`src/rtl/tta_pkg.sv`:
```
// Shared constants and types for the touch-to-thumbstick block.
package tta_pkg;

    localparam int CFG_IDX_W = 3;
    localparam int CFG_DATA_W = 16;

    localparam logic [CFG_IDX_W-1:0] REG_AREA_MID_X = 3'd0;
    localparam logic [CFG_IDX_W-1:0] REG_AREA_MID_Y = 3'd1;
    localparam logic [CFG_IDX_W-1:0] REG_STICK_RADIUS = 3'd2;
    localparam logic [CFG_IDX_W-1:0] REG_ASPECT_RATIO = 3'd3;
    localparam logic [CFG_IDX_W-1:0] REG_CENTER_MODE = 3'd4;
    localparam logic [CFG_IDX_W-1:0] REG_ONLY_MAX_AXIS = 3'd5;
    localparam logic [CFG_IDX_W-1:0] REG_ENABLED = 3'd6;

    localparam logic [1:0] MODE_AREA = 2'd0;
    localparam logic [1:0] MODE_POINT = 2'd1;
    localparam logic [1:0] MODE_SWIPE = 2'd2;
    localparam logic [1:0] MODE_SPARE = 2'd3;

    localparam logic [1:0] KEY_UP = 2'd0;
    localparam logic [1:0] KEY_PRESSED = 2'd1;
    localparam logic [1:0] KEY_HELD = 2'd2;
    localparam logic [1:0] KEY_RELEASED = 2'd3;

    localparam logic [15:0] THRESH_Q15 = 16'd3277;
    localparam logic [15:0] ONE_Q15 = 16'd32768;

    // Width of the shared divider operands: the vertical direction dividend stays below 2^39.
    localparam int DIV_W = 40;
    localparam int DIV_CNT_W = 6;

    // Square root input (sum of squares below 2^49) and root width.
    localparam int SQ_W = 50;
    localparam int LEN_W = 25;

    typedef struct packed {
        logic                start;
        logic [DIV_W-1:0]    num;
        logic [DIV_W-1:0]    den;
    } t_div_req;

    typedef struct packed {
        logic                done;
        logic [DIV_W-1:0]    quo;
    } t_div_rsp;

endpackage

```
`src/rtl/tta_divider.sv`:
```
// Restoring radix-2 divider, one quotient bit per cycle.
module tta_divider
    import tta_pkg::*;
(
    input  logic     i_clk,
    input  logic     i_rst_n,
    input  t_div_req i_req,
    output t_div_rsp o_rsp
);

    logic [DIV_W-1:0]     r_quo;
    logic [DIV_W-1:0]     r_rem;
    logic [DIV_W-1:0]     r_den;
    logic [DIV_CNT_W-1:0] r_cnt;
    logic                 r_busy;
    logic                 r_done;
    logic [DIV_W:0]       w_trial;
    logic [DIV_W:0]       w_diff;

    assign w_trial = {r_rem, r_quo[DIV_W-1]};
    assign w_diff = w_trial - {1'b0, r_den};

    always_ff @(posedge i_clk) begin
        if (!i_rst_n) begin
            r_busy <= 1'b0;
            r_done <= 1'b0;
            r_cnt <= '0;
        end else begin
            r_done <= 1'b0;
            if (i_req.start) begin
                r_busy <= 1'b1;
                r_cnt <= DIV_CNT_W'(DIV_W);
                r_quo <= i_req.num;
                r_rem <= '0;
                r_den <= i_req.den;
            end else if (r_busy) begin
                if (!w_diff[DIV_W]) begin
                    r_rem <= w_diff[DIV_W-1:0];
                    r_quo <= {r_quo[DIV_W-2:0], 1'b1};
                end else begin
                    r_rem <= w_trial[DIV_W-1:0];
                    r_quo <= {r_quo[DIV_W-2:0], 1'b0};
                end
                r_cnt <= r_cnt - 1'b1;
                if (r_cnt == DIV_CNT_W'(1)) begin
                    r_busy <= 1'b0;
                    r_done <= 1'b1;
                end
            end
        end
    end

    assign o_rsp.done = r_done;
    assign o_rsp.quo = r_quo;

endmodule

```
`src/rtl/tta_isqrt.sv`:
```
// Bit-pair integer square root, one result bit per cycle.
module tta_isqrt
    import tta_pkg::*;
(
    input  logic             i_clk,
    input  logic             i_rst_n,
    input  logic             i_start,
    input  logic [SQ_W-1:0]  i_val,
    output logic             o_done,
    output logic [LEN_W-1:0] o_root
);

    logic [SQ_W-1:0] r_v;
    logic [SQ_W-1:0] r_r;
    logic [SQ_W-1:0] r_bit;
    logic            r_busy;
    logic            r_done;
    logic [SQ_W-1:0] w_sum;

    assign w_sum = r_r + r_bit;

    always_ff @(posedge i_clk) begin
        if (!i_rst_n) begin
            r_busy <= 1'b0;
            r_done <= 1'b0;
        end else begin
            r_done <= 1'b0;
            if (i_start) begin
                r_busy <= 1'b1;
                r_v <= i_val;
                r_r <= '0;
                r_bit <= SQ_W'(1) << (SQ_W - 2);
            end else if (r_busy) begin
                if (r_v >= w_sum) begin
                    r_v <= r_v - w_sum;
                    r_r <= (r_r >> 1) + r_bit;
                end else begin
                    r_r <= r_r >> 1;
                end
                r_bit <= r_bit >> 2;
                if (r_bit[0]) begin
                    r_busy <= 1'b0;
                    r_done <= 1'b1;
                end
            end
        end
    end

    assign o_done = r_done;
    assign o_root = r_r[LEN_W-1:0];

endmodule

```
`src/rtl/touch_to_thumbstick_axes.sv`:
```
// Top level: touch position to four stick axis values, sequenced over shared units.
//
//  Channel | Direction | Handshake          | Payload
//  --------+-----------+--------------------+----------------------------------------
//  in      | input     | i_valid / o_stall  | key_state, touch_x, touch_y, frame_time
//  out     | output    | o_valid / i_stall  | left/right/up/down value, is_active
//  cfg     | input     | i_cfg_we           | i_cfg_idx, i_cfg_data
//
// An active beat passes through easing (swipe mode only), centering, the first of four
// passes of the shared divider, squaring, the square root, the other three divider
// passes and the output products. A zero radius or a zero offset stops after the root;
// an inactive beat goes straight to the done state. Reset is synchronous and active low;
// it clears the sequencer, the stick state and the registers to their reset values. A
// result waits in the output register while the sink stalls; the next beat is taken once
// that result has left.
module touch_to_thumbstick_axes
    import tta_pkg::*;
(
    input  logic                  i_clk,
    input  logic                  i_rst_n,
    input  logic                  i_valid,
    output logic                  o_stall,
    input  logic [1:0]            i_key_state,
    input  logic [15:0]           i_touch_x,
    input  logic [15:0]           i_touch_y,
    input  logic [15:0]           i_frame_time,
    output logic                  o_valid,
    input  logic                  i_stall,
    output logic [15:0]           o_left_value,
    output logic [15:0]           o_right_value,
    output logic [15:0]           o_up_value,
    output logic [15:0]           o_down_value,
    output logic                  o_is_active,
    input  logic                  i_cfg_we,
    input  logic [CFG_IDX_W-1:0]  i_cfg_idx,
    input  logic [CFG_DATA_W-1:0] i_cfg_data
);

    localparam logic [4:0] S_IDLE = 5'd0;
    localparam logic [4:0] S_EASE_X = 5'd1;
    localparam logic [4:0] S_EASE_Y = 5'd2;
    localparam logic [4:0] S_CENTER = 5'd3;
    localparam logic [4:0] S_ASP = 5'd4;
    localparam logic [4:0] S_ASP_W = 5'd5;
    localparam logic [4:0] S_SQ_X = 5'd6;
    localparam logic [4:0] S_SQ_Y = 5'd7;
    localparam logic [4:0] S_ROOT = 5'd8;
    localparam logic [4:0] S_ROOT_W = 5'd9;
    localparam logic [4:0] S_STR = 5'd10;
    localparam logic [4:0] S_STR_W = 5'd11;
    localparam logic [4:0] S_NX = 5'd12;
    localparam logic [4:0] S_NX_W = 5'd13;
    localparam logic [4:0] S_NY = 5'd14;
    localparam logic [4:0] S_NY_W = 5'd15;
    localparam logic [4:0] S_MUL_X = 5'd16;
    localparam logic [4:0] S_MUL_Y = 5'd17;
    localparam logic [4:0] S_OUT = 5'd18;
    localparam logic [4:0] S_DONE = 5'd19;

    // Configuration registers.
    logic [15:0] r_mid_x, r_mid_y, r_radius, r_aspect;
    logic [1:0]  r_mode;
    logic        r_max_axis, r_enabled;

    // Stick state.
    logic [15:0] r_cx, r_cy, r_lx, r_ly;

    // Working registers.
    logic [4:0]       r_state;
    logic [1:0]       r_ks;
    logic [15:0]      r_tx, r_ty, r_ft;
    logic             r_xneg, r_yneg;
    logic [15:0]      r_ax;
    logic [23:0]      r_ay;
    logic [SQ_W-1:0]  r_sq;
    logic [LEN_W-1:0] r_len;
    logic [15:0]      r_str, r_nx, r_ny;
    logic [16:0]      r_vx, r_vy;
    logic             r_valid;
    logic [15:0]      r_l, r_r, r_u, r_d;
    logic             r_act;

    t_div_req         w_div_req;
    t_div_rsp         w_div_rsp;
    logic             w_sq_start, w_sq_done;
    logic [LEN_W-1:0] w_root;
    logic             w_accept;

    // Shared multiplier operands, one product a cycle.
    logic [23:0] w_ma, w_mb;
    logic [47:0] w_mp;
    assign w_mp = w_ma * w_mb;

    assign o_stall = (r_state != S_IDLE) || r_valid;
    assign w_accept = i_valid && !o_stall;

    tta_divider u_div (
        .i_clk   (i_clk),
        .i_rst_n (i_rst_n),
        .i_req   (w_div_req),
        .o_rsp   (w_div_rsp)
    );

    tta_isqrt u_sqrt (
        .i_clk   (i_clk),
        .i_rst_n (i_rst_n),
        .i_start (w_sq_start),
        .i_val   (r_sq),
        .o_done  (w_sq_done),
        .o_root  (w_root)
    );

    // Easing fraction t = min(1, 4*dt), Q1.16 with 17 bits.
    logic [17:0] w_t4;
    logic [16:0] w_t;
    assign w_t4 = {r_ft, 2'b00};
    assign w_t = (w_t4 > 18'd65536) ? 17'd65536 : w_t4[16:0];

    // Distances from the centre to the previous touch, used by swipe easing.
    logic [15:0] w_lx_diff, w_ly_diff;
    assign w_lx_diff = (r_lx >= r_cx) ? r_lx - r_cx : r_cx - r_lx;
    assign w_ly_diff = (r_ly >= r_cy) ? r_ly - r_cy : r_cy - r_ly;

    // Eased centre: the product is truncated, so the centre never passes the target.
    logic [15:0] w_ease_x, w_ease_y;
    assign w_ease_x = (r_lx >= r_cx) ? r_cx + w_mp[31:16] : r_cx - w_mp[31:16];
    assign w_ease_y = (r_ly >= r_cy) ? r_cy + w_mp[31:16] : r_cy - w_mp[31:16];

    // Offset magnitudes of the current touch from the centre.
    logic [15:0] w_ax_abs, w_ay_abs;
    assign w_ax_abs = (r_tx < r_cx) ? r_cx - r_tx : r_tx - r_cx;
    assign w_ay_abs = (r_ty < r_cy) ? r_cy - r_ty : r_ty - r_cy;

    // A zero aspect ratio is taken as the smallest step, 1/256.
    logic [15:0] w_asp;
    assign w_asp = (r_aspect == 16'd0) ? 16'd1 : r_aspect;

    // The strength numerator is the length clipped at the radius.
    logic [15:0] w_minlr;
    assign w_minlr = (r_len < {9'd0, r_radius}) ? r_len[15:0] : r_radius;

    always_comb begin
        w_ma = '0;
        w_mb = '0;
        unique case (r_state)
            S_EASE_X: begin
                w_ma = {8'd0, w_lx_diff};
                w_mb = {7'd0, w_t};
            end
            S_EASE_Y: begin
                w_ma = {8'd0, w_ly_diff};
                w_mb = {7'd0, w_t};
            end
            S_SQ_X: begin
                w_ma = {8'd0, r_ax};
                w_mb = {8'd0, r_ax};
            end
            S_SQ_Y: begin
                w_ma = r_ay;
                w_mb = r_ay;
            end
            S_MUL_X: begin
                w_ma = {8'd0, r_nx};
                w_mb = {8'd0, r_str};
            end
            S_MUL_Y: begin
                w_ma = {8'd0, r_ny};
                w_mb = {8'd0, r_str};
            end
            default: begin
                w_ma = '0;
                w_mb = '0;
            end
        endcase
    end

    // Each division is started by a one-cycle request from its issue state.
    always_comb begin
        w_div_req.start = 1'b0;
        w_div_req.num = '0;
        w_div_req.den = '0;
        unique case (r_state)
            S_ASP: begin
                w_div_req.start = 1'b1;
                w_div_req.num = {16'd0, w_ay_abs, 8'd0};
                w_div_req.den = {24'd0, w_asp};
            end
            S_STR: begin
                w_div_req.start = 1'b1;
                w_div_req.num = {9'd0, w_minlr, 15'd0};
                w_div_req.den = {24'd0, r_radius};
            end
            S_NX: begin
                w_div_req.start = 1'b1;
                w_div_req.num = {9'd0, r_ax, 15'd0};
                w_div_req.den = {15'd0, r_len};
            end
            S_NY: begin
                w_div_req.start = 1'b1;
                w_div_req.num = {1'b0, r_ay, 15'd0};
                w_div_req.den = {15'd0, r_len};
            end
            default: begin
                w_div_req.start = 1'b0;
            end
        endcase
    end

    assign w_sq_start = (r_state == S_ROOT);

    // Deflections below 0.1 are dropped and full scale is the ceiling.
    function automatic logic [15:0] sat(input logic [16:0] v);
        if (v < {1'b0, THRESH_Q15}) return 16'd0;
        if (v > {1'b0, ONE_Q15}) return ONE_Q15;
        return v[15:0];
    endfunction

    always_ff @(posedge i_clk) begin
        if (!i_rst_n) begin
            r_mid_x <= '0;
            r_mid_y <= '0;
            r_radius <= '0;
            r_aspect <= 16'd256;
            r_mode <= MODE_AREA;
            r_max_axis <= 1'b0;
            r_enabled <= 1'b1;
        end else if (i_cfg_we) begin
            unique case (i_cfg_idx)
                REG_AREA_MID_X:    r_mid_x <= i_cfg_data;
                REG_AREA_MID_Y:    r_mid_y <= i_cfg_data;
                REG_STICK_RADIUS:  r_radius <= i_cfg_data;
                REG_ASPECT_RATIO:  r_aspect <= i_cfg_data;
                REG_CENTER_MODE:   r_mode <= i_cfg_data[1:0];
                REG_ONLY_MAX_AXIS: r_max_axis <= i_cfg_data[0];
                REG_ENABLED:       r_enabled <= i_cfg_data[0];
                default: ;
            endcase
        end
    end

    always_ff @(posedge i_clk) begin
        if (!i_rst_n) begin
            r_state <= S_IDLE;
            r_valid <= 1'b0;
            r_cx <= '0;
            r_cy <= '0;
            r_lx <= '0;
            r_ly <= '0;
            r_l <= '0;
            r_r <= '0;
            r_u <= '0;
            r_d <= '0;
            r_act <= 1'b0;
        end else begin
            if (r_valid && !i_stall) r_valid <= 1'b0;
            unique case (r_state)
                S_IDLE: begin
                    if (w_accept) begin
                        r_ks <= i_key_state;
                        r_tx <= i_touch_x;
                        r_ty <= i_touch_y;
                        r_ft <= i_frame_time;
                        r_l <= '0;
                        r_r <= '0;
                        r_u <= '0;
                        r_d <= '0;
                        // An inactive frame leaves the stick state untouched.
                        if (!r_enabled || i_key_state == KEY_UP) begin
                            r_act <= 1'b0;
                            r_state <= S_DONE;
                        end else begin
                            r_act <= 1'b1;
                            r_state <= (r_mode == MODE_SWIPE) ? S_EASE_X : S_CENTER;
                        end
                    end
                end
                S_EASE_X: begin
                    // Swipe mode pulls the centre toward the previous touch first.
                    r_cx <= w_ease_x;
                    r_state <= S_EASE_Y;
                end
                S_EASE_Y: begin
                    r_cy <= w_ease_y;
                    r_state <= S_CENTER;
                end
                S_CENTER: begin
                    r_lx <= r_tx;
                    r_ly <= r_ty;
                    // On a press the centre jumps; the spare mode code acts as area midpoint.
                    if (r_ks == KEY_PRESSED) begin
                        if (r_mode == MODE_POINT || r_mode == MODE_SWIPE) begin
                            r_cx <= r_tx;
                            r_cy <= r_ty;
                        end else begin
                            r_cx <= r_mid_x;
                            r_cy <= r_mid_y;
                        end
                    end
                    r_state <= S_ASP;
                end
                S_ASP: begin
                    r_xneg <= r_tx < r_cx;
                    r_yneg <= r_ty < r_cy;
                    r_ax <= w_ax_abs;
                    r_state <= S_ASP_W;
                end
                S_ASP_W: begin
                    if (w_div_rsp.done) begin
                        r_ay <= w_div_rsp.quo[23:0];
                        r_state <= S_SQ_X;
                    end
                end
                S_SQ_X: begin
                    r_sq <= {2'd0, w_mp};
                    r_state <= S_SQ_Y;
                end
                S_SQ_Y: begin
                    r_sq <= r_sq + {2'd0, w_mp};
                    r_state <= S_ROOT;
                end
                S_ROOT: begin
                    r_state <= S_ROOT_W;
                end
                S_ROOT_W: begin
                    if (w_sq_done) begin
                        r_len <= w_root;
                        // A zero radius or a zero offset gives no deflection at all.
                        if (r_radius == 16'd0 || w_root == '0) r_state <= S_DONE;
                        else r_state <= S_STR;
                    end
                end
                S_STR: begin
                    r_state <= S_STR_W;
                end
                S_STR_W: begin
                    if (w_div_rsp.done) begin
                        r_str <= w_div_rsp.quo[15:0];
                        r_state <= S_NX;
                    end
                end
                S_NX: begin
                    r_state <= S_NX_W;
                end
                S_NX_W: begin
                    if (w_div_rsp.done) begin
                        r_nx <= w_div_rsp.quo[15:0];
                        r_state <= S_NY;
                    end
                end
                S_NY: begin
                    r_state <= S_NY_W;
                end
                S_NY_W: begin
                    if (w_div_rsp.done) begin
                        r_ny <= w_div_rsp.quo[15:0];
                        // A vertical component that rounds to zero counts as downward.
                        if (w_div_rsp.quo[15:0] == 16'd0) r_yneg <= 1'b0;
                        r_state <= S_MUL_X;
                    end
                end
                S_MUL_X: begin
                    r_vx <= w_mp[31:15];
                    r_state <= S_MUL_Y;
                end
                S_MUL_Y: begin
                    r_vy <= w_mp[31:15];
                    r_state <= S_OUT;
                end
                S_OUT: begin
                    if (r_max_axis) begin
                        // Ties between the axes go to the horizontal one.
                        if (r_nx >= r_ny) begin
                            if (!r_xneg || r_nx == 16'd0) r_r <= sat(r_vx);
                            else r_l <= sat(r_vx);
                        end else begin
                            if (!r_yneg) r_d <= sat(r_vy);
                            else r_u <= sat(r_vy);
                        end
                    end else begin
                        if (r_xneg) r_l <= sat(r_vx);
                        else r_r <= sat(r_vx);
                        if (r_yneg) r_u <= sat(r_vy);
                        else r_d <= sat(r_vy);
                    end
                    r_state <= S_DONE;
                end
                S_DONE: begin
                    r_valid <= 1'b1;
                    r_state <= S_IDLE;
                end
                default: r_state <= S_IDLE;
            endcase
        end
    end

    assign o_valid = r_valid;
    assign o_left_value = r_l;
    assign o_right_value = r_r;
    assign o_up_value = r_u;
    assign o_down_value = r_d;
    assign o_is_active = r_act;

    assert property (@(posedge i_clk) disable iff (!i_rst_n)
        o_valid && i_stall |=> o_valid && $stable(o_left_value))
        else $error("result dropped under stall");
    assert property (@(posedge i_clk) disable iff (!i_rst_n)
        o_valid |-> o_left_value == 16'd0 || o_right_value == 16'd0)
        else $error("left and right both driven");
    assert property (@(posedge i_clk) disable iff (!i_rst_n)
        o_valid && !o_is_active |-> o_up_value == 16'd0 && o_down_value == 16'd0)
        else $error("inactive result carries deflection");

endmodule

```
`config.mk`:
```
export PLATFORM = sky130hd
export DESIGN_NAME = touch_to_thumbstick_axes
export DESIGN_NICKNAME = d
export VERILOG_FILES = /design/src/rtl/tta_pkg.sv /design/src/rtl/tta_divider.sv /design/src/rtl/tta_isqrt.sv /design/src/rtl/touch_to_thumbstick_axes.sv
export SDC_FILE = /design/constraint.sdc
export NUM_CORES = 2
export LEC_CHECK = 0
export BUFFER_PORTS_ARGS = -buffer_cell sky130_fd_sc_hd__buf_4
export CORE_MARGIN = 2
export CORE_UTILIZATION = 45
export CTS_CLUSTER_DIAMETER = 50
export DETAILED_ROUTE_END_ITERATION = 10
export PLACE_DENSITY = 0.65
export SYNTH_ARGS = -nofsm -noshare
export SYNTH_HDL_FRONTEND = slang
export SYNTH_SLANG_ARGS = --single-unit
```
`constraint.sdc`:
```
create_clock -name i_clk -period 13.25 [get_ports i_clk]
set_input_delay 1.9875 -clock i_clk [delete_from_list [all_inputs] [get_ports i_clk]]
set_output_delay 1.9875 -clock i_clk [all_outputs]
set_load 0.01 [all_outputs]
```
Word level (Yosys, flattened, before mapping) --
Index checks and enable logic that the tools add are counted.
Storage, ports and cells: bits in registers 707, input bits 74, output and inout port bits 67, word-level logic and storage cells 371
Operators by class: add/subtract/negate cells 18, multipliers 1, order comparisons 12, equality and inequality tests 47, mux-type cells 180, bitwise gates (word level) 3, reduce and logical (&&, ||, !) cells 65
Operators with widths (count):
- 16-bit two-way mux | 49
- 79-bit case mux with 4 select lines | 1
- 50-bit two-way mux | 5
- 16-bit case mux with 2 select lines | 6
- 40-bit two-way mux | 4
- 16-bit subtractor | 10
- 24-bit case mux with 6 select lines | 1
- 50-bit case mux with 2 select lines | 1
- 1-bit two-way mux | 97
- 24-bit case mux with 4 select lines | 1
- 5-bit case mux with 19 select lines | 1
- 16-bit logical NOT | 4
- 49-bit by 49-bit adder with 50-bit output | 1
- 50-bit by 48-bit adder with 50-bit output | 1
- 50-bit by 49-bit adder with 50-bit output | 1
- 50-bit >= comparator | 1
- 50-bit subtractor | 1
- 49-bit two-way mux | 1
- 16-bit >= comparator | 3
- 24-bit by 24-bit multiplier with 48-bit output | 1
- 41-bit by 40-bit subtractor with 41-bit output | 1
- 5-bit by 4-bit == test with 1-bit output (second input constant) | 8
- 5-bit two-way mux | 8
- 17-bit by 16-bit > comparator with 1-bit output (second input constant) | 2
- other kinds (41) | 117

Depth between registers and ports, before layout --
depth after elaboration 19, depth in mapped cells 55, mapped depth without buffers 52

Modules after synthesis --
Synthesis repeated with hierarchy kept, for this count alone.
Second synthesis, totals: cell total of the unflattened synthesis 7356, area, all modules 66542.6 sq um
By module, submodules not included:
- touch_to_thumbstick_axes | times used 1, cells each 5416, area an instance 47645.7 sq um, seq. area each 11541.1 sq um
- tta_isqrt | times used 1, cells each 1280, area an instance 11452.2 sq um, seq. area each 3793.6 sq um
- tta_divider | times used 1, cells each 660, area an instance 7444.6 sq um, seq. area each 3763.6 sq um

Least setup slack after synthesis --
OpenSTA, ideal clock, no wires.
path kind reg2reg, from register r_cx[1], to register r_cy[15], library setup time 0.134 ns, arrival time 11.617 ns, data required time 13.116 ns, slack 1.498 ns, cell stages (with the launch flop) 50, buffers on the path 2, clock period less this slack 11.752 ns, cells stage by stage dfxtp_1 -> inv_1 -> fa_1 -> a21o_1 -> a211oi_1 -> o221ai_1 -> a2111oi_1 -> o31a_1 -> buf_2 -> mux2i_1 -> nand3_1 -> o21ai_0 -> a21oi_1 -> xnor2_1 -> a21o_1 -> clkbuf_1 -> nand2_1 -> fa_1 -> [... 14 more ...] -> a21oi_2 -> xnor2_1 -> inv_1 -> ha_1 -> or3b_1 -> nand2b_1 -> nor3_1 -> nor2_1 -> xnor2_1 -> ha_1 -> and3_1 -> a2111oi_0 -> o21bai_1 -> a21o_1 -> a31o_2 -> a31oi_1 -> xnor2_1 -> a21oi_1
Between the ends: cells in the longest elaborated chain, start to end 7, elaborated cells between the ends (all ways) 10, those cells by class add/sub: 4; mul: 1; order compare: 1; mux: 4
RTL lines:
- from (decl) | RTL line touch_to_thumbstick_axes.sv:66 | logic [15:0] r_cx, r_cy, r_lx, r_ly;
- from (signal assigned) | RTL line touch_to_thumbstick_axes.sv:279 | r_cx <= w_ease_x;
- from (signal assigned) | RTL line touch_to_thumbstick_axes.sv:292 | r_cx <= r_tx;
- from (signal assigned) | RTL line touch_to_thumbstick_axes.sv:295 | r_cx <= r_mid_x;
- 16-bit subtractor or 16-bit >= comparator (tied branches) | RTL line touch_to_thumbstick_axes.sv:121 | assign w_lx_diff = (r_lx >= r_cx) ? r_lx - r_cx : r_cx - r_lx;
- 16-bit two-way mux (*) | RTL line touch_to_thumbstick_axes.sv:121
- 24-bit case mux with 6 select lines (*) | RTL line touch_to_thumbstick_axes.sv:145 | unique case (r_state)
- 24-bit by 24-bit multiplier with 48-bit output (*) | RTL line touch_to_thumbstick_axes.sv:92 | assign w_mp = w_ma * w_mb;
- via w_mp[17] | RTL line touch_to_thumbstick_axes.sv:91 | logic [47:0] w_mp;
- 16-bit subtractor or 16-bit adder (tied branches) | RTL line touch_to_thumbstick_axes.sv:127 | assign w_ease_y = (r_ly >= r_cy) ? r_cy + w_mp[31:16] : r_cy - w_mp[31:16];
- 16-bit two-way mux (*) | RTL line touch_to_thumbstick_axes.sv:127
- 16-bit case mux with 2 select lines (*) | RTL line touch_to_thumbstick_axes.sv:256 | unique case (r_state)
- to (signal assigned) | RTL line touch_to_thumbstick_axes.sv:283 | r_cy <= w_ease_y;
- to (signal assigned) | RTL line touch_to_thumbstick_axes.sv:293 | r_cy <= r_ty;
- to (signal assigned) | RTL line touch_to_thumbstick_axes.sv:296 | r_cy <= r_mid_y;
- to (decl) | RTL line touch_to_thumbstick_axes.sv:66
Mark *: on every way through the listed nets, which the timed path passes. The rest lies on a longest branch. A chain may end at the register's enable or synchronous reset.

Worst setup path after layout --
from register r_cy[0], to register r_sq[48] (data pin)
Between the ends: cells in the longest elaborated chain, start to end 6, elaborated cells between the ends (all ways) 8, those cells by class add/sub: 3; mul: 1; order compare: 1; mux: 3
RTL lines:
- 16-bit subtractor or 16-bit >= comparator (tied branches) | RTL line touch_to_thumbstick_axes.sv:122 | assign w_ly_diff = (r_ly >= r_cy) ? r_ly - r_cy : r_cy - r_ly;
- 16-bit two-way mux (*) | RTL line touch_to_thumbstick_axes.sv:122
- 24-bit case mux with 6 select lines (*) | RTL line touch_to_thumbstick_axes.sv:145
- 24-bit by 24-bit multiplier with 48-bit output (*) | RTL line touch_to_thumbstick_axes.sv:92
- 50-bit by 48-bit adder with 50-bit output (*) | RTL line touch_to_thumbstick_axes.sv:318 | r_sq <= r_sq + {2'd0, w_mp};
- 50-bit case mux with 2 select lines (*) | RTL line touch_to_thumbstick_axes.sv:256
- to (signal assigned) | RTL line touch_to_thumbstick_axes.sv:314 | r_sq <= {2'd0, w_mp};
- to (signal assigned) | RTL line touch_to_thumbstick_axes.sv:318
- to (decl) | RTL line touch_to_thumbstick_axes.sv:75 | logic [SQ_W-1:0] r_sq;
Mark *: on every way between the ends. The rest lies on a longest branch, timed or not.

==> impl_metrics.xml <==
<?xml version="1.0" encoding="UTF-8"?>
<metrics>
  <group name="global_routing">
    <metric name="grt_start_max_net_pins" unit="">94</metric>
    <metric name="antenna_found_initial" unit="">10</metric>
    <metric name="grt_pass1_wl" unit="um">327300</metric>
    <metric name="grt_usage" unit="%">29.49</metric>
    <metric name="globalRouteOverflowTotal" unit="">0</metric>
    <metric name="grt_pass1_vias" unit="">52360</metric>
  </group>
  <group name="clock_network">
    <metric name="clock_sinks" unit="">692</metric>
    <metric name="cts_max_path_buffers" unit="">3</metric>
    <metric name="clk_latency" unit="ns">0.71</metric>
    <metric name="total_clock_buffers_created_by_cts" unit="">90</metric>
    <metric name="cts.clk_slew.worst_paths" unit="ns">0.06</metric>
    <metric name="clock_tree_from_tritoncts" unit="">done</metric>
    <metric name="post_cts_hold_buffer_count" unit="">0</metric>
    <metric name="root_buffer" unit="">sky130_fd_sc_hd__clkbuf_16</metric>
    <metric name="cts_htree_levels" unit="">3</metric>
  </group>
  <group name="placed_design">
    <metric name="place.detailed.instances" unit="">9057</metric>
    <metric name="port_buffers" unit="">140</metric>
    <metric name="gp_routability_congestion" unit="">0.9979</metric>
    <metric name="dpl.hpwl" unit="um">170800</metric>
    <metric name="dp_slack" unit="ns">0.1397</metric>
  </group>
  <group name="setup_path">
    <metric name="slowest_delay" unit="ns">0.61</metric>
    <metric name="critPathArrivalTime" unit="ns">13.18</metric>
    <metric name="worst_ep_required_time" unit="ns">13.69</metric>
    <metric name="critical_path.startpoint_type" unit="">register</metric>
    <metric name="worst-r2r-setup-slack" unit="ns">0.51</metric>
    <metric name="depth_of_the_most_critical_reg_to_reg_path" unit="">51</metric>
    <metric name="critPathCaptureType" unit="">register</metric>
    <metric name="r2r_end" unit="">r_sq[48]</metric>
    <metric name="cpMostUsedCell" unit="">sky130_fd_sc_hd__fa_1</metric>
    <metric name="cpMaxStageDelayCell" unit="">sky130_fd_sc_hd__fa_1</metric>
    <metric name="timing.critical_path.to" unit="">r_sq[48]</metric>
    <metric name="cp-startpoint" unit="">r_cy[0]</metric>
    <metric name="timing.setup.critical_path_class" unit="">reg2reg</metric>
    <metric name="r2r_start" unit="">r_cy[0]</metric>
    <metric name="worstPathMaxFanout" unit="">20</metric>
  </group>
  <group name="floorplan">
    <metric name="core_area" unit="sq mm">0.1419</metric>
    <metric name="die_w" unit="um">382.5</metric>
    <metric name="die_area" unit="sq mm">0.1463</metric>
    <metric name="initial_utilization" unit="%">45.42</metric>
    <metric name="io_pins" unit="">141</metric>
    <metric name="die_height" unit="um">382.5</metric>
    <metric name="placement_rows" unit="">138</metric>
  </group>
  <group name="timing">
    <metric name="min_period_over_period" unit="%">96.16</metric>
    <metric name="maxSlewHeadroom" unit="%">12.11</metric>
    <metric name="fin_ws" unit="ns">0.5085</metric>
    <metric name="number_of_hold_violations_in_the_final_report" unit="">0</metric>
    <metric name="maxSlewViolCount" unit="">0</metric>
    <metric name="worst-slew-pin-transition" unit="ns">1.305</metric>
    <metric name="timing.final.crit_period" unit="ns">12.74</metric>
    <metric name="setup-violations-final" unit="">0</metric>
    <metric name="fmax" unit="GHz">0.07848</metric>
    <metric name="finClkSkew" unit="ns">0.03240</metric>
  </group>
  <group name="cells_and_area">
    <metric name="nNetsFinal" unit="">8376</metric>
    <metric name="layout_cell_share_with_drive_strength_beyond_1" unit="%">8.879</metric>
    <metric name="final_core_util" unit="%">50.60</metric>
    <metric name="layout-area-overhead-vs-synth" unit="%">11.41</metric>
    <metric name="final_cell_count_no_fill" unit="">9237</metric>
    <metric name="filler_cell_count" unit="">13300</metric>
  </group>
  <group name="logic_synthesis">
    <metric name="synth_most_common_cell" unit="">sky130_fd_sc_hd__nand2_1</metric>
    <metric name="synth.area.top_cells" unit="">sky130_fd_sc_hd__edfxtp_1, sky130_fd_sc_hd__fa_1, sky130_fd_sc_hd__ha_1</metric>
    <metric name="synthCells" unit="">7127</metric>
    <metric name="yosysTopAreaCell" unit="">sky130_fd_sc_hd__edfxtp_1</metric>
    <metric name="ys_types" unit="">96</metric>
    <metric name="post_synth_most_frequent_cells" unit="">sky130_fd_sc_hd__nand2_1, sky130_fd_sc_hd__inv_1, sky130_fd_sc_hd__ha_1</metric>
    <metric name="syn-num-nets" unit="">8237</metric>
    <metric name="yosysWarningCount" unit="">0</metric>
    <metric name="synth_enable_flop_cells" unit="">479</metric>
    <metric name="synth.ff_latch_count" unit="">692</metric>
    <metric name="synthesis.area" unit="sq mm">0.06447</metric>
    <metric name="yosys.area.top_type_share" unit="%">22.31</metric>
    <metric name="post_synth.cell_area_avg" unit="sq um">9.045</metric>
    <metric name="yosys_most_used_dff" unit="">sky130_fd_sc_hd__edfxtp_1</metric>
    <metric name="synth_async_sr_flop_share" unit="%">0</metric>
    <metric name="yosysSeqAreaShare" unit="%">28.93</metric>
  </group>
  <group name="run_status">
    <metric name="run_status" unit="">complete, no violations</metric>
  </group>
  <group name="drt">
    <metric name="detail_route.wirelength" unit="um">218200</metric>
    <metric name="route.detailed.wl_per_inst" unit="um">23.62</metric>
    <metric name="routed-wl-met3" unit="um">19710</metric>
    <metric name="wl_met2" unit="um">95260</metric>
    <metric name="antenna_left" unit="">0</metric>
    <metric name="routedLengthMet1" unit="um">94140</metric>
    <metric name="drc" unit="">0</metric>
    <metric name="iteration_count_of_the_initial_detailed_routing_pass" unit="">8</metric>
    <metric name="initialDrtViolationCount" unit="">5257</metric>
    <metric name="top_layer_used" unit="">met5</metric>
    <metric name="drt-vias-per-instance" unit="">5.835</metric>
    <metric name="dr_total_vias" unit="">53900</metric>
  </group>
  <group name="power">
    <metric name="power.total" unit="W">0.01894</metric>
    <metric name="vdd_ir_drop_max" unit="mV">0.4108</metric>
    <metric name="total_leakage_power" unit="nW">31.09</metric>
    <metric name="power_density" unit="mW/mm^2">263.7</metric>
  </group>
  <group name="run">
    <metric name="cap_viol_max_count" unit="">0</metric>
  </group>
  <group name="min_path">
    <metric name="tightest_hold_check_type" unit="">reg2reg</metric>
  </group>
</metrics>
[logic make-up after synthesis]
group,synth area share (%)
flops,28.93
xor+xnor,5.081
buf+inv,7.222
mux,1.865
fa+ha+maj,25.87
compound gates,16.52
simple gates,14.51
[worst max-delay path: cells and delay by family, from the launching register on]
kind                     cells  cell delay, ns
AO/OA/AOI/OAI               21            4.82
XOR/XNOR                     3            0.50
adder cells (fa/ha/maj)     11            4.88
buffers and inverters        9            1.05
flip-flops                   1            0.42
AND/OR/NAND/NOR              7            0.81
[worst min path at each step]
stage / from / endpoint / slack (ns) / cells after the start
global placement: u_div.r_quo[17] / r_ay[17] / 0.45 / 0
finish: o_left_value[6] / o_left_value[6] / 0.46 / 2
detailed placement: o_left_value[4] / o_left_value[4] / 0.45 / 2
CTS: o_left_value[6] / o_left_value[6] / 0.46 / 2
global route: o_is_active / o_is_active / 0.49 / 2
floorplan: u_div.r_quo[17] / r_ay[17] / 0.42 / 0
[power by group]
| group | leakage (nW) | switching (W) | internal, W |
|---|---|---|---|
| registers | 6.10 | 0.000170 | 0.00259 |
| clock network | 1.53 | 0.00109 | 0.00150 |
| logic | 23.5 | 0.00839 | 0.00520 |
[sequential cells by signal, indices dropped and copies added (netlist names), 17 cells and up]
signal and cells:
u_sqrt.r_r 50, u_sqrt.r_v 50, r_vy 17, r_ay 24, r_vx 17, u_div.r_quo 40
r_sq 50, u_div.r_rem 40, u_sqrt.r_bit 25, u_div.r_den 25, r_len 25
[metrics by stage]
stage	hold WS (ns)	instance area (sq um)	TNS (ns)
CTS	0.4630	71510	0
floorplan	0.4208	64470	0
finish	0.4587	71820	0
global route	0.4861	71810	-0.002437
global placement	0.4483	68360	0
detailed placement	0.4547	68360	0
[area by class of cell]
class,instances,area (sq um),area share [%]
Multi-Input combinational cell,5215,41590,57.91
Antenna cell,4,10.01,0.01394
Clock buffer,110,2474,3.444
Timing Repair Buffer,344,2594,3.612
Clock inverter,59,674.4,0.9390
Inverter,923,3465,4.824
Sequential cell,692,18650,25.97
Tap cell,1890,2365,3.293
[metal layers]
layer / global-route usage, % / vias up
met5: 0 / -
met4: 10.94 / 2
met2: 45.22 / 2269
met3: 5.509 / 395
li1: - / 24570
met1: 41.36 / 26660
[timing repair]
item / in CTS / in global routing
setup buffers: 0 / 6
endpoints found under the setup margin: 0 / 26
gates resized for setup: 0 / 52
[placed cells by master, fill, tap and decap left out, drive strengths merged, types with 17 or more instances in the layout]
cell type / netlist / layout
nor2b: 100 / 100
and2: 123 / 123
a21boi: 120 / 120
dfxtp: 213 / 213
o21bai: 64 / 64
nor3: 60 / 60
nand4: 48 / 48
a22o: 22 / 22
a221oi: 32 / 32
o21ai: 338 / 338
nand2b: 44 / 44
nand2: 948 / 948
xor2: 161 / 161
inv: 920 / 937
o211ai: 60 / 60
a21o: 181 / 181
clkinv: 3 / 33
mux2: 25 / 25
ha: 541 / 541
xnor2: 210 / 210
or3: 33 / 33
a222oi: 28 / 28
a21oi: 407 / 407
clkbuf: 247 / 110
buf: 50 / 344
a211oi: 54 / 54
nor4: 43 / 43
a31oi: 73 / 73
edfxtp: 479 / 479
mux2i: 92 / 92
nor2: 479 / 479
and3: 42 / 42
fa: 495 / 495
a221o: 27 / 27
o211a: 17 / 17
or2: 19 / 19
nand3: 93 / 93
o21a: 39 / 39
o31ai: 19 / 19
Note: power is estimated with default switching activity, not from simulation.
